<file path="config.mk">
export PLATFORM = sky130hd
export DESIGN_NAME = mac_rx_frame_pool_fcs_check_top
export DESIGN_NICKNAME = d
export VERILOG_FILES = /design/src/design/rxpool_pkg.sv /design/src/design/rxpool_link_mem.sv /design/src/design/rxpool_len_mem.sv /design/src/design/rxpool_fcs_check.sv /design/src/design/mac_rx_frame_pool_fcs_check_top.sv
export SDC_FILE = /design/constraint.sdc
export NUM_CORES = 1
export LEC_CHECK = 0
export BUFFER_PORTS_ARGS = -buffer_cell sky130_fd_sc_hd__buf_2
export CAP_MARGIN = 10
export CORE_MARGIN = 2
export CORE_UTILIZATION = 30
export DETAILED_ROUTE_END_ITERATION = 8
export SLEW_MARGIN = 10
export SYNTH_ARGS = -nofsm -noshare
export SYNTH_HDL_FRONTEND = slang
export SYNTH_SLANG_ARGS = --single-unit
</file>
<file path="constraint.sdc">
create_clock -name clk -period 6.7 [get_ports clk]
set_clock_uncertainty 0.1 [all_clocks]
set_input_delay 0.335 -clock clk [delete_from_list [all_inputs] [get_ports clk]]
set_output_delay 0.335 -clock clk [all_outputs]
set_load 0.02 [all_outputs]
</file>
<file path="src/design/rxpool_pkg.sv">
// Package for the receive frame pool: status and opcode codes, FCS residue
// constants and the classifier result type. No dependencies.
`default_nettype none

package rxpool_pkg;

	localparam int LEN_W = 12;
	localparam int CNT_W = 32;
	localparam int APB_AW = 2;

	localparam logic [APB_AW-1:0] ADDR_MAX_LEN = 2'd0;
	localparam logic [LEN_W-1:0] RESET_MAX_LEN = 12'd1536;

	localparam logic [31:0] RES_TRIM0 = 32'hc704dd7b;
	localparam logic [31:0] RES_TRIM3 = 32'h8104c946;
	localparam logic [31:0] RES_TRIM2 = 32'h3a7abc72;
	localparam logic [31:0] RES_TRIM1 = 32'h4710bb9c;

	typedef enum logic [1:0] {
		OP_PKT_END = 2'd0,
		OP_TAKE    = 2'd1,
		OP_RETURN  = 2'd2
	} op_t;

	typedef enum logic [2:0] {
		ST_QUEUED   = 3'd0,
		ST_OVERRUN  = 3'd1,
		ST_FCS      = 3'd2,
		ST_OVERSIZE = 3'd3,
		ST_GIVEN    = 3'd4,
		ST_NONE     = 3'd5,
		ST_RETURNED = 3'd6
	} status_t;

	typedef struct packed {
		logic             match;
		logic             oversize;
		logic [LEN_W-1:0] length;
	} fcs_cls_t;

endpackage

`default_nettype wire

</file>
<file path="src/design/rxpool_link_mem.sv">
// Next-link memory of the frame pool, one read port with registered data.
// Valid bits make unwritten entries read as the initial free chain.
`default_nettype none

module rxpool_link_mem #(
	parameter int FRAME_COUNT = 8
) (
	input  wire logic                               clk,
	input  wire logic                               arst_n,
	input  wire logic                               rd_en,
	input  wire logic [$clog2(FRAME_COUNT)-1:0]     rd_addr,
	output logic      [$clog2(FRAME_COUNT+1)-1:0]   rd_data,
	input  wire logic                               wr_en,
	input  wire logic [$clog2(FRAME_COUNT)-1:0]     wr_addr,
	input  wire logic [$clog2(FRAME_COUNT+1)-1:0]   wr_data
);

	localparam int FW = $clog2(FRAME_COUNT);
	localparam int LW = $clog2(FRAME_COUNT + 1);
	localparam logic [LW-1:0] NIL = LW'(FRAME_COUNT);

	logic [LW-1:0] mem [FRAME_COUNT];
	logic [FRAME_COUNT-1:0] vld_q;
	logic [LW-1:0] data_s1;
	logic [FW-1:0] addr_s1;
	logic vld_s1;
	logic [LW-1:0] init_link;

	always_ff @(posedge clk or negedge arst_n) begin
		if (!arst_n) begin
			vld_q <= '0;
		end else if (wr_en) begin
			vld_q[wr_addr] <= 1'b1;
		end
	end

	always_ff @(posedge clk) begin
		if (wr_en) begin
			mem[wr_addr] <= wr_data;
		end
		if (rd_en) begin
			data_s1 <= mem[rd_addr];
			vld_s1  <= vld_q[rd_addr];
			addr_s1 <= rd_addr;
		end
	end

	always_comb begin
		if (addr_s1 == '0 || int'(addr_s1) + 1 >= FRAME_COUNT) begin
			init_link = NIL;
		end else begin
			init_link = LW'(addr_s1) + LW'(1);
		end
		rd_data = vld_s1 ? data_s1 : init_link;
	end

endmodule

`default_nettype wire

</file>
<file path="src/design/rxpool_len_mem.sv">
// Frame length memory, one read port with registered data.
// Depends on rxpool_pkg for the length width.
`default_nettype none

module rxpool_len_mem #(
	parameter int FRAME_COUNT = 8
) (
	input  wire logic                              clk,
	input  wire logic                              rd_en,
	input  wire logic [$clog2(FRAME_COUNT)-1:0]    rd_addr,
	output logic      [rxpool_pkg::LEN_W-1:0]      rd_data,
	input  wire logic                              wr_en,
	input  wire logic [$clog2(FRAME_COUNT)-1:0]    wr_addr,
	input  wire logic [rxpool_pkg::LEN_W-1:0]      wr_data
);

	logic [rxpool_pkg::LEN_W-1:0] mem [FRAME_COUNT];

	always_ff @(posedge clk) begin
		if (wr_en) begin
			mem[wr_addr] <= wr_data;
		end
		if (rd_en) begin
			rd_data <= mem[rd_addr];
		end
	end

endmodule

`default_nettype wire

</file>
<file path="src/design/rxpool_fcs_check.sv">
// FCS residue decode, pad trim and length limit check for one packet end.
// Depends on rxpool_pkg for the residue constants and result type.
`default_nettype none

module rxpool_fcs_check #(
	parameter int MAX_BYTES = 2048
) (
	input  wire logic [rxpool_pkg::LEN_W-1:0] byte_count,
	input  wire logic [31:0]                  crc_residue,
	input  wire logic [rxpool_pkg::LEN_W-1:0] max_len,
	output rxpool_pkg::fcs_cls_t              cls
);

	localparam int SAT = (MAX_BYTES > 4095) ? 4095 : MAX_BYTES;
	localparam logic [rxpool_pkg::LEN_W-1:0] SAT_L = rxpool_pkg::LEN_W'(SAT);

	logic [rxpool_pkg::LEN_W-1:0] count_sat;
	logic [rxpool_pkg::LEN_W-1:0] diff;
	logic [1:0] trim;
	logic match;
	logic underflow;

	always_comb begin
		count_sat = (byte_count > SAT_L) ? SAT_L : byte_count;
		match = 1'b1;
		case (crc_residue)
			rxpool_pkg::RES_TRIM0: trim = 2'd0;
			rxpool_pkg::RES_TRIM3: trim = 2'd3;
			rxpool_pkg::RES_TRIM2: trim = 2'd2;
			rxpool_pkg::RES_TRIM1: trim = 2'd1;
			default: begin
				trim  = 2'd0;
				match = 1'b0;
			end
		endcase
		underflow = count_sat < rxpool_pkg::LEN_W'(trim);
		diff = count_sat - rxpool_pkg::LEN_W'(trim);
		cls.match = match;
		cls.oversize = underflow || (diff >= max_len);
		if (!match) begin
			cls.length = count_sat;
		end else if (underflow) begin
			cls.length = '0;
		end else begin
			cls.length = diff;
		end
	end

endmodule

`default_nettype wire

</file>
<file path="src/design/mac_rx_frame_pool_fcs_check_top.sv">
// Receive frame buffer pool with FCS residue check for an Ethernet MAC.
// Depends on rxpool_pkg, rxpool_link_mem, rxpool_len_mem, rxpool_fcs_check.
//
// The input channel carries one command word: a packet end (swap the filling
// frame for one popped from the free stack, check its residue and length and
// queue or free it), a take of the oldest ready frame, or a frame return.
// Every word yields exactly one result word on the output channel, with the
// status, the frame concerned, its length and the four statistic counters.
// The maximum frame length is written through the APB port at address 0.
// A word is handled in a read step, which reads the link and length memories,
// and an update step, which updates them and loads the result register; a
// packet end that appends behind another ready frame adds a further step for
// the second write to the link memory, which has only one write port.
// While the result register is still stalled, the block holds the next word
// in its update step and does not take another.
// After reset the pool reads as frame 0 filling, frames 1 up to the last on
// the free stack and an empty ready list; no clearing pass is needed.
`default_nettype none

module mac_rx_frame_pool_fcs_check_top #(
	parameter int FRAME_COUNT = 8,
	parameter int MAX_BYTES = 2048
) (
	input  wire logic                              clk,
	input  wire logic                              arst_n,
	input  wire logic                              psel,
	input  wire logic                              penable,
	input  wire logic                              pwrite,
	input  wire logic [rxpool_pkg::APB_AW-1:0]     paddr,
	input  wire logic [31:0]                       pwdata,
	output logic      [31:0]                       prdata,
	output logic                                   pready,
	input  wire logic                              in_valid,
	output logic                                   in_stall,
	input  wire logic [1:0]                        opcode,
	input  wire logic [11:0]                       byte_count,
	input  wire logic [31:0]                       crc_residue,
	input  wire logic [2:0]                        frame_index,
	output logic                                   out_valid,
	input  wire logic                              out_stall,
	output logic      [2:0]                        status,
	output logic      [2:0]                        result_frame,
	output logic      [11:0]                       result_length,
	output logic      [31:0]                       good_packets,
	output logic      [31:0]                       overrun_count,
	output logic      [31:0]                       fcs_error_count,
	output logic      [31:0]                       oversize_count
);

	localparam int FW = $clog2(FRAME_COUNT);
	localparam int LW = $clog2(FRAME_COUNT + 1);
	localparam logic [LW-1:0] NIL = LW'(FRAME_COUNT);
	localparam int LEN_W = rxpool_pkg::LEN_W;
	localparam int CNT_W = rxpool_pkg::CNT_W;

	typedef enum logic [1:0] {
		S_IDLE,
		S_EXEC,
		S_LINK2
	} state_t;

	state_t state_q, state_d;
	rxpool_pkg::op_t op_q;
	logic [LEN_W-1:0] count_q;
	logic [31:0] residue_q;
	logic [2:0] fidx_q;
	logic [LEN_W-1:0] max_len_q;

	logic [LW-1:0] free_head_q, free_head_d;
	logic [LW-1:0] ready_head_q, ready_head_d;
	logic [LW-1:0] ready_tail_q, ready_tail_d;
	logic [FW-1:0] filling_q, filling_d;
	logic [FW-1:0] link2_addr_q;
	logic [CNT_W-1:0] stat_q [4];
	logic [3:0] inc;

	logic out_valid_q;
	rxpool_pkg::status_t res_status_q, res_status_d;
	logic [2:0] res_frame_q, res_frame_d;
	logic [LEN_W-1:0] res_len_q, res_len_d;

	logic accept;
	logic out_free;
	logic exec_go;
	logic need_link2;
	logic fidx_ok;
	logic cfg_we;

	logic rd_en;
	logic [LW-1:0] rd_sel;
	logic [FW-1:0] rd_addr;
	logic [LW-1:0] link_rdata;
	logic [LEN_W-1:0] len_rdata;
	logic link_we;
	logic [FW-1:0] link_waddr;
	logic [LW-1:0] link_wdata;
	logic len_we;
	logic [FW-1:0] len_waddr;
	logic [LEN_W-1:0] len_wdata;
	rxpool_pkg::fcs_cls_t cls;

	rxpool_fcs_check #(
		.MAX_BYTES(MAX_BYTES)
	) u_fcs (
		.byte_count (count_q),
		.crc_residue(residue_q),
		.max_len    (max_len_q),
		.cls        (cls)
	);

	rxpool_link_mem #(
		.FRAME_COUNT(FRAME_COUNT)
	) u_link (
		.clk    (clk),
		.arst_n (arst_n),
		.rd_en  (rd_en),
		.rd_addr(rd_addr),
		.rd_data(link_rdata),
		.wr_en  (link_we),
		.wr_addr(link_waddr),
		.wr_data(link_wdata)
	);

	rxpool_len_mem #(
		.FRAME_COUNT(FRAME_COUNT)
	) u_len (
		.clk    (clk),
		.rd_en  (rd_en),
		.rd_addr(rd_addr),
		.rd_data(len_rdata),
		.wr_en  (len_we),
		.wr_addr(len_waddr),
		.wr_data(len_wdata)
	);

	assign pready = 1'b1;
	assign cfg_we = psel && penable && pwrite && (paddr == rxpool_pkg::ADDR_MAX_LEN);
	assign prdata = (paddr == rxpool_pkg::ADDR_MAX_LEN) ? {20'b0, max_len_q} : '0;

	assign in_stall = (state_q != S_IDLE);
	assign accept = in_valid && !in_stall;
	assign out_free = !out_valid_q || !out_stall;
	assign exec_go = (state_q == S_EXEC) && out_free;
	assign fidx_ok = int'(fidx_q) < FRAME_COUNT;

	assign rd_en = accept;
	assign rd_sel = (rxpool_pkg::op_t'(opcode) == rxpool_pkg::OP_TAKE) ? ready_head_q
		: free_head_q;
	assign rd_addr = (rd_sel < NIL) ? rd_sel[FW-1:0] : '0;

	assign out_valid = out_valid_q;
	assign status = res_status_q;
	assign result_frame = res_frame_q;
	assign result_length = res_len_q;
	assign good_packets = stat_q[0];
	assign overrun_count = stat_q[1];
	assign fcs_error_count = stat_q[2];
	assign oversize_count = stat_q[3];

	always_comb begin
		free_head_d = free_head_q;
		ready_head_d = ready_head_q;
		ready_tail_d = ready_tail_q;
		filling_d = filling_q;
		inc = '0;
		need_link2 = 1'b0;
		res_status_d = rxpool_pkg::ST_NONE;
		res_frame_d = '0;
		res_len_d = '0;
		link_we = 1'b0;
		link_waddr = filling_q;
		link_wdata = NIL;
		len_we = 1'b0;
		len_waddr = filling_q;
		len_wdata = cls.length;
		state_d = state_q;

		case (state_q)
			S_IDLE: begin
				if (accept) begin
					state_d = S_EXEC;
				end
			end
			S_LINK2: begin
				link_we = 1'b1;
				link_waddr = link2_addr_q;
				link_wdata = ready_tail_q;
				state_d = S_IDLE;
			end
			S_EXEC: begin
				if (exec_go) begin
					case (op_q)
						rxpool_pkg::OP_PKT_END: begin
							res_frame_d = 3'(filling_q);
							if (free_head_q >= NIL) begin
								inc[1] = 1'b1;
								res_status_d = rxpool_pkg::ST_OVERRUN;
							end else begin
								free_head_d = link_rdata;
								filling_d = free_head_q[FW-1:0];
								len_we = 1'b1;
								res_len_d = cls.length;
								link_we = 1'b1;
								if (!cls.match || cls.oversize) begin
									link_wdata = link_rdata;
									free_head_d = LW'(filling_q);
									if (!cls.match) begin
										inc[2] = 1'b1;
										res_status_d = rxpool_pkg::ST_FCS;
									end else begin
										inc[3] = 1'b1;
										res_status_d = rxpool_pkg::ST_OVERSIZE;
									end
								end else begin
									link_wdata = NIL;
									inc[0] = 1'b1;
									res_status_d = rxpool_pkg::ST_QUEUED;
									ready_tail_d = LW'(filling_q);
									if (ready_tail_q < NIL) begin
										need_link2 = 1'b1;
									end else begin
										ready_head_d = LW'(filling_q);
									end
								end
							end
						end
						rxpool_pkg::OP_TAKE: begin
							if (ready_head_q < NIL) begin
								ready_head_d = link_rdata;
								if (link_rdata >= NIL) begin
									ready_tail_d = NIL;
								end
								res_status_d = rxpool_pkg::ST_GIVEN;
								res_frame_d = 3'(ready_head_q);
								res_len_d = len_rdata;
							end
						end
						rxpool_pkg::OP_RETURN: begin
							res_status_d = rxpool_pkg::ST_RETURNED;
							res_frame_d = fidx_q;
							if (fidx_ok) begin
								link_we = 1'b1;
								link_waddr = FW'(fidx_q);
								link_wdata = free_head_q;
								free_head_d = LW'(fidx_q);
							end
						end
						default: begin
							res_status_d = rxpool_pkg::ST_NONE;
						end
					endcase
					state_d = need_link2 ? S_LINK2 : S_IDLE;
				end
			end
			default: begin
				state_d = S_IDLE;
			end
		endcase
	end

	always_ff @(posedge clk or negedge arst_n) begin
		if (!arst_n) begin
			state_q <= S_IDLE;
			op_q <= rxpool_pkg::OP_PKT_END;
			count_q <= '0;
			residue_q <= '0;
			fidx_q <= '0;
			max_len_q <= rxpool_pkg::RESET_MAX_LEN;
			free_head_q <= LW'(1);
			ready_head_q <= NIL;
			ready_tail_q <= NIL;
			filling_q <= '0;
			link2_addr_q <= '0;
			for (int i = 0; i < 4; i++) begin
				stat_q[i] <= '0;
			end
			out_valid_q <= 1'b0;
			res_status_q <= rxpool_pkg::ST_NONE;
			res_frame_q <= '0;
			res_len_q <= '0;
		end else begin
			state_q <= state_d;
			if (cfg_we) begin
				max_len_q <= pwdata[LEN_W-1:0];
			end
			if (accept) begin
				op_q <= rxpool_pkg::op_t'(opcode);
				count_q <= byte_count;
				residue_q <= crc_residue;
				fidx_q <= frame_index;
			end
			free_head_q <= free_head_d;
			ready_head_q <= ready_head_d;
			ready_tail_q <= ready_tail_d;
			filling_q <= filling_d;
			if (need_link2) begin
				link2_addr_q <= ready_tail_q[FW-1:0];
			end
			for (int i = 0; i < 4; i++) begin
				stat_q[i] <= stat_q[i] + CNT_W'(inc[i]);
			end
			if (exec_go) begin
				out_valid_q <= 1'b1;
				res_status_q <= res_status_d;
				res_frame_q <= res_frame_d;
				res_len_q <= res_len_d;
			end else if (!out_stall) begin
				out_valid_q <= 1'b0;
			end
		end
	end

endmodule

`default_nettype wire

</file>
== Word level (Yosys, flattened, before mapping) ==
Memory sizes are Yosys's and may differ from the RTL's. A register that Yosys moved wholly into a read port is not among the register bits.
Cells that the tools add are included.

* Word-level logic and storage cells: 172
* Bits in writable memories: 128
* Input port bits: 90
* Memories: 2
* ROM bits: 0
* Output and inout port bits: 181
* Register bits after elaboration: 240
* Latch bits: 0

* Multiplexer cells: 83
* Shift operators: 0
* Equality and inequality tests: 17
* Add/subtract/negate cells: 7
* Bitwise logic cells: 2
* Magnitude comparators: 12
* Div/mod/pow operators: 0
* Reductions and logical operators: 27
* Multipliers: 0

{| class="wikitable"
|+ Memories
! memory !! depth !! bits a word !! read ports !! clocked after Yosys merged registers in !! wr ports !! RTL line !! text
|-
| u_len.mem || 8 || 12 || 1 || 1 || 1 || rxpool_len_mem.sv:17 || <nowiki>logic [rxpool_pkg::LEN_W-1:0] mem [FRAME_COUNT];</nowiki>
|-
| u_link.mem || 8 || 4 || 1 || 1 || 1 || rxpool_link_mem.sv:22 || <nowiki>logic [LW-1:0] mem [FRAME_COUNT];</nowiki>
|}

{| class="wikitable"
|+ Operators with widths
! operator !! number
|-
| $add A32 B1 Y32 || 4
|-
| $mux W12 || 7
|-
| $mux W4 || 19
|-
| $eq A32 B32 Y1 const B || 2
|-
| $pmux W4 S2 || 5
|-
| $eq A32 B30 Y1 const B || 1
|-
| $eq A32 B31 Y1 const B || 1
|-
| $ge A32 B5 Y1 const B || 1
|-
| $mux W1 || 29
|-
| $mux W3 || 8
|-
| $pmux W12 S2 || 1
|-
| $pmux W3 S3 || 2
|-
| $ne A2 B2 Y1 const B || 7
|-
| $reduce_and A7 Y1 || 2
|-
| $ge A12 B12 Y1 || 1
|-
| $gt A12 B12 Y1 const B || 1
|-
| $lt A12 B2 Y1 || 1
|-
| $lt A4 B4 Y1 const B || 3
|-
| $sub A12 B2 Y12 || 1
|-
| $mux W2 || 5
|-
| $add A3 B1 Y4 const B || 2
|-
| $ge A4 B4 Y1 const B || 2
|-
| $lt A3 B4 Y1 const B || 2
|-
| $or A8 B8 Y8 || 1
|-
| other kinds (20) || 40
|}

== Longest topological paths before layout ==
* Word-level depth: 14
* Gate-level depth with buffers: 25
* Depth with buffers taken out: 25

== Modules after synthesis ==
Synthesis repeated with hierarchy kept, for this count alone.

* Cell total of the unflattened synthesis: 1365
* Area total of the unflattened synthesis: 17725.8 sq um

{| class="wikitable"
|+ Modules (own cells, without submodules)
! module !! seq. area each (sq um) !! times used !! cells each !! area each (sq um)
|-
| mac_rx_frame_pool_fcs_check_top || 5714.2 || 1 || 907 || 10386.2
|-
| rxpool_len_mem || 3243.1 || 1 || 164 || 4107.7
|-
| rxpool_link_mem || 1401.3 || 1 || 103 || 1950.6
|-
| rxpool_fcs_check || 0.0 || 1 || 191 || 1281.2
|}

== Worst setup path after synthesis ==
OpenSTA, ideal clock, no wires.

* Path type: register to register
* From: register residue_q[16]
* To: register stat_q, in the netlist good_packets[26]
* Stages on the path, launching flop included: 25
* Period minus slack after synthesis: 5.780 ns
* Buffers on the path: 1
* Setup slack: 0.920 ns
* Arrival time: 5.550 ns
* Data required time: 6.470 ns
* Library setup time: 0.130 ns
* Cells stage by stage: dfrtp_1 or4b_1 nor4_1 and4_1 nor2_1 ha_1 nor2b_1 or2_2 clkbuf_1 nor4_1 o22ai_1 ha_1 a21o_1 a21o_1 a211o_1 or3_1 nor2_1 ha_1 ha_1 and3_1 nand4_1 or2_2 nor2_1 nand2_1 xnor2_1

* Word-level cells in the longest chain between the ends: 12
* Elaborated cells on any way between the ends: 19
* Classes of those cells: add/sub (2); order compare (2); eq/ne (4); mux (7); reduce/logical (4)

{| class="wikitable"
|+ Ends and longest elaborated chain
! element !! RTL line !! text
|-
| from (decl) || mac_rx_frame_pool_fcs_check_top.sv:65 || <nowiki>logic [31:0] residue_q;</nowiki>
|-
| from (signal assigned) || mac_rx_frame_pool_fcs_check_top.sv:289 || <nowiki>residue_q <= crc_residue;</nowiki>
|-
| $eq A32 B31 Y1, or another cell as far along || rxpool_fcs_check.sv:26 || <nowiki>case (crc_residue)</nowiki>
|-
| $pmux W2 S3 || rxpool_fcs_check.sv:26 ||
|-
| $sub A12 B2 Y12 || rxpool_fcs_check.sv:37 || <nowiki>diff = count_sat - rxpool_pkg::LEN_W'(trim);</nowiki>
|-
| $ge A12 B12 Y1 || rxpool_fcs_check.sv:39 || <nowiki>cls.oversize = underflow || (diff >= max_len);</nowiki>
|-
| $logic_or A1 B1 Y1 || rxpool_fcs_check.sv:39 ||
|-
| $logic_or A1 B1 Y1 * || mac_rx_frame_pool_fcs_check_top.sv:204 || <nowiki>if (!cls.match || cls.oversize) begin</nowiki>
|-
| $mux W1 * || mac_rx_frame_pool_fcs_check_top.sv:204 ||
|-
| $mux W1 * || mac_rx_frame_pool_fcs_check_top.sv:195 || <nowiki>if (free_head_q >= NIL) begin</nowiki>
|-
| $mux W4 * || mac_rx_frame_pool_fcs_check_top.sv:192 || <nowiki>case (op_q)</nowiki>
|-
| $mux W4 * || mac_rx_frame_pool_fcs_check_top.sv:191 || <nowiki>if (exec_go) begin</nowiki>
|-
| $mux W4 * || mac_rx_frame_pool_fcs_check_top.sv:178 || <nowiki>case (state_q)</nowiki>
|-
| $add A32 B1 Y32 * || mac_rx_frame_pool_fcs_check_top.sv:300 || <nowiki>stat_q[i] <= stat_q[i] + CNT_W'(inc[i]);</nowiki>
|-
| to (signal, indexed assignment) || mac_rx_frame_pool_fcs_check_top.sv:300 ||
|-
| to (decl) || mac_rx_frame_pool_fcs_check_top.sv:74 || <nowiki>logic [CNT_W-1:0] stat_q [4];</nowiki>
|}

Mark *: on every way between the ends. The rest lies on a longest branch, timed or not.
A chain may end at the register's enable or synchronous reset.

== Final worst setup path ==
* From: register residue_q[16]
* To: register stat_q, in the netlist good_packets[30]

Same word-level chain as after synthesis.

==> results_dict.tcl <==
set metrics [dict create \
    first_global_vias 12300 \
    die_height_um 243 \
    fmaxAchievable_mhz 159 \
    layout.cells.most_common_list "dfrtp_1, buf_2, nand2_1, edfxtp_1, xnor2_1" \
    floorplan.core_area_um2 56400 \
    outcome "complete, no violations" \
    critical_path_class "reg -> reg" \
    worst_slew_pin_slew_ns 1.14 \
    power.share.sequential_pct 43.6 \
    critical_path_required_ns 7.02 \
    crit_fanout 11 \
    cellPowerDensity_nw_per_um2 362 \
    globalRouteMet3Util_pct 2.62 \
    grt_first_pass_wirelength_um 70800 \
    syn-instance-count 1447 \
    distinct_cells_synth 69 \
    slew_viol_final 0 \
    total_leakage_power_nw 9.12 \
    slew_headroom_pct 24.0 \
    combPwrFrac_pct 28.5 \
    num_vias 12200 \
    groute.layer.met2.usage_pct 24.2 \
    clock_latency_ns 0.55 \
    worst-endpoint-arrival_ns 6.59 \
    synthArstFlopShare_pct 61.5 \
    ioPinCount 271 \
    grt_use_met1_pct 20.8 \
    layout-area-overhead-vs-synth_pct 22.7 \
    gp_routability_congestion 0.897 \
    clock_tree.root_cell "clkbuf_16" \
    worstHoldPathCells 3 \
    layout.nets 1861 \
    rr_worst_depth 23 \
    synthesis.area_um2 17100 \
    synth-edff-count 148 \
    clk_pin_slew_worst_paths_ns 0.06 \
    place_hpwl_um 30500 \
    setup-violations-final 0 \
    grt_antenna_before_repair 1 \
    final_min_period_over_clock_period_pct 93.6 \
    tritoncts "done" \
    hold_ws_ns 0.0423 \
    post_route_cells_drive_above_1_share_pct 22.7 \
    grt.total_usage_pct 14.9 \
    crit_path_capture_type "flop" \
    die_w_um 243 \
    grt_max_degree 100 \
    synth-warning-count 0 \
    layout_min_cycle_time_ns 6.27 \
    primary_ff_master_synth "dfrtp_1" \
    drcViolationCount 0 \
    internal_power_w 0.00493 \
    clock-sinks 384 \
    hold_path.class "in -> reg" \
    timing_hold_violations_final 0 \
    rsz_0062_raised_after_global_routing "false" \
    cts_post_setup_buffers_inserted 0 \
    worstSetupStartpointType "flop" \
    initial_utilization_pct 30.3 \
    power.share.switching_pct 35.0 \
    firstDrtPassIters 6 \
    total_of_fill_cells_in_the_finished_design 5549 \
    rows 87 \
    synthesized_area_divided_by_synthesized_cell_count_um2 11.8 \
    io_buffers 229 \
    total_negative_setup_slacks_ns 0 \
    ys_seq_area_share_pct 60.6 \
    htreeDepth 2 \
    violation_count_after_the_first_detailed_route_iteration 859 \
    avgRoutedWirePerCell_um 17.6 \
    grt-busiest-layer "met2" \
    detail_route.vias_per_cell 4.83 \
    synth-seq-cells 384 \
    fin_util_pct 37.2 \
    clkPwrFrac_pct 27.8 \
    cts_max_path_buffers 3 \
    globalRoute.totalOverflow 0 \
    detail-route-antenna-nets 0 \
    power_switching_w 0.00266 \
    routed_wirelength_um 44700 \
    maxCapViolations 0 \
    cts_made_buffers 40 \
    vdd_drop_max_v 0.000174 \
    overall_die_area_um2 58900 \
]
[flip-flops by register name (all words and copies together) (netlist names), 12 cells and up]
signal and count:
u_len.mem 96, residue_q 32, u_len.rd_data 12, count_q 12
max_len_q 12, oversize_count 32, fcs_error_count 32, overrun_count 32
good_packets 32, u_link.mem 32, result_length 12
[routing by layer]
metal	share of wire (%)	vias to the layer above
li1	-	5779
met3	5.0	59
met5	0	-
met1	47	6058
met4	1.8	0
met2	47	318
[critical path, stage by stage (launching register included)]
cell and delay, ns:
dfrtp_1 0.39, or4b_1 0.53, nor4_2 0.32, and4_1 0.27, nor2_1 0.11, ha_1 0.29, nor2b_1 0.13, or2_2 0.37
nor4_2 0.16, o22ai_1 0.14, ha_1 0.31, a21o_1 0.19, a21o_1 0.17, a211o_1 0.30, or3_4 0.43, nor2_2 0.20
ha_1 0.25, ha_1 0.24, and3_1 0.23, nand4_1 0.21, or2_2 0.38, nor2_1 0.18, nand2_1 0.09, xnor2_1 0.13
[path summary, 6_finish.rpt]
kind	from	end	slack, ns
setup / recovery	residue_q[16]$_DFFE_PN0P_	good_packets[30]$_DFF_PN0_	0.43
hold / removal	out_stall	out_valid$_DFFE_PN0P_	0.04
setup reg to reg	residue_q[16]$_DFFE_PN0P_	good_packets[30]$_DFF_PN0_	0.43
hold reg to reg	u_link.vld_q[0]$_DFFE_PN0P_	u_link.vld_q[0]$_DFFE_PN0P_	0.37
max in group asynchronous	arst_n	overrun_count[16]$_DFF_PN0_	4.74
min in group asynchronous	arst_n	fcs_error_count[26]$_DFF_PN0_	0.28
[what timing repair did]
item | in CTS | in global routing
hold endpoints to repair | 157 | 0
gates resized for setup | 0 | 6
setup endpoints to repair | 0 | 9
hold buffers | 63 | 0
[kinds of logic after synthesis]
logic type / after synthesis / synth area share (%)
AO/OA/AOI/OAI: 195 / 8.02
XOR/XNOR: 122 / 6.25
adder cells (fa/ha/maj): 29 / 2.17
buffers and inverters: 120 / 3.15
flip-flops: 384 / 60.6
multiplexers: 70 / 4.62
other: 2 / 0.0439
AND/OR/NAND/NOR: 525 / 15.2
[Yosys cell counts, types with 10 or more instances]
cell type  count  area share [%]
nor2b_1       14            0.51
a31oi_1       18            0.66
o221ai_1      36             1.8
or2_1         10            0.37
edfxtp_1     148              26
nor4_1        13            0.48
and3_1        19            0.69
dfrtp_1      229              33
o21ai_1       15            0.44
a22o_1        19            0.97
xor2_1        27             1.4
nand2_1      182             4.0
nor2_1        70             1.5
buf_4         22            0.97
nand4_1       32             1.2
inv_1         39            0.86
xnor2_1       95             4.9
nand3_1       93             2.7
clkbuf_1      49             1.1
mux2_2        60             3.9
nor3_1        33            0.97
ha_1          28             2.0
a21oi_1       36             1.1
and4_1        13            0.67
a21o_1        16            0.70
o21ai_0       20            0.59
[power by group through the flow]
stage	clock network [W]	registers (W)	logic [W]
3_3_place_gp	0	0.00333	0.00208
6_report	0.00211	0.00331	0.00217
4_1_cts	0.00218	0.00330	0.00216
2_1_floorplan	0	0.00329	0.00139
3_5_place_dp	0	0.00335	0.00212
5_1_grt	0.00227	0.00337	0.00241
[stage by stage]
step / total power, W / instance area, um2 / instances / setup slack, ns
6_report: 0.00759 / 21000 / 2531 / 0.427
5_1_grt: 0.00805 / 21000 / 2531 / 0.0157
4_1_cts: 0.00764 / 21000 / 2529 / 0.133
3_5_place_dp: 0.00546 / 19100 / 2392 / 0.166
3_3_place_gp: 0.00541 / 19100 / 2392 / 0.210
2_1_floorplan: 0.00468 / 17200 / 1466 / 0.920
[layout make-up]
class	count	area [um2]	area share, %
multi-input cells	962	6360	30.3
clock buffers	62	1130	5.40
diodes	1	2.50	0.0119
inverters	41	154	0.733
repair buffers	313	1940	9.25
flip-flops and latches	384	10400	49.4
well taps	756	946	4.51
clock inverters	12	93.8	0.447
(Power assumes the default switching activity.)
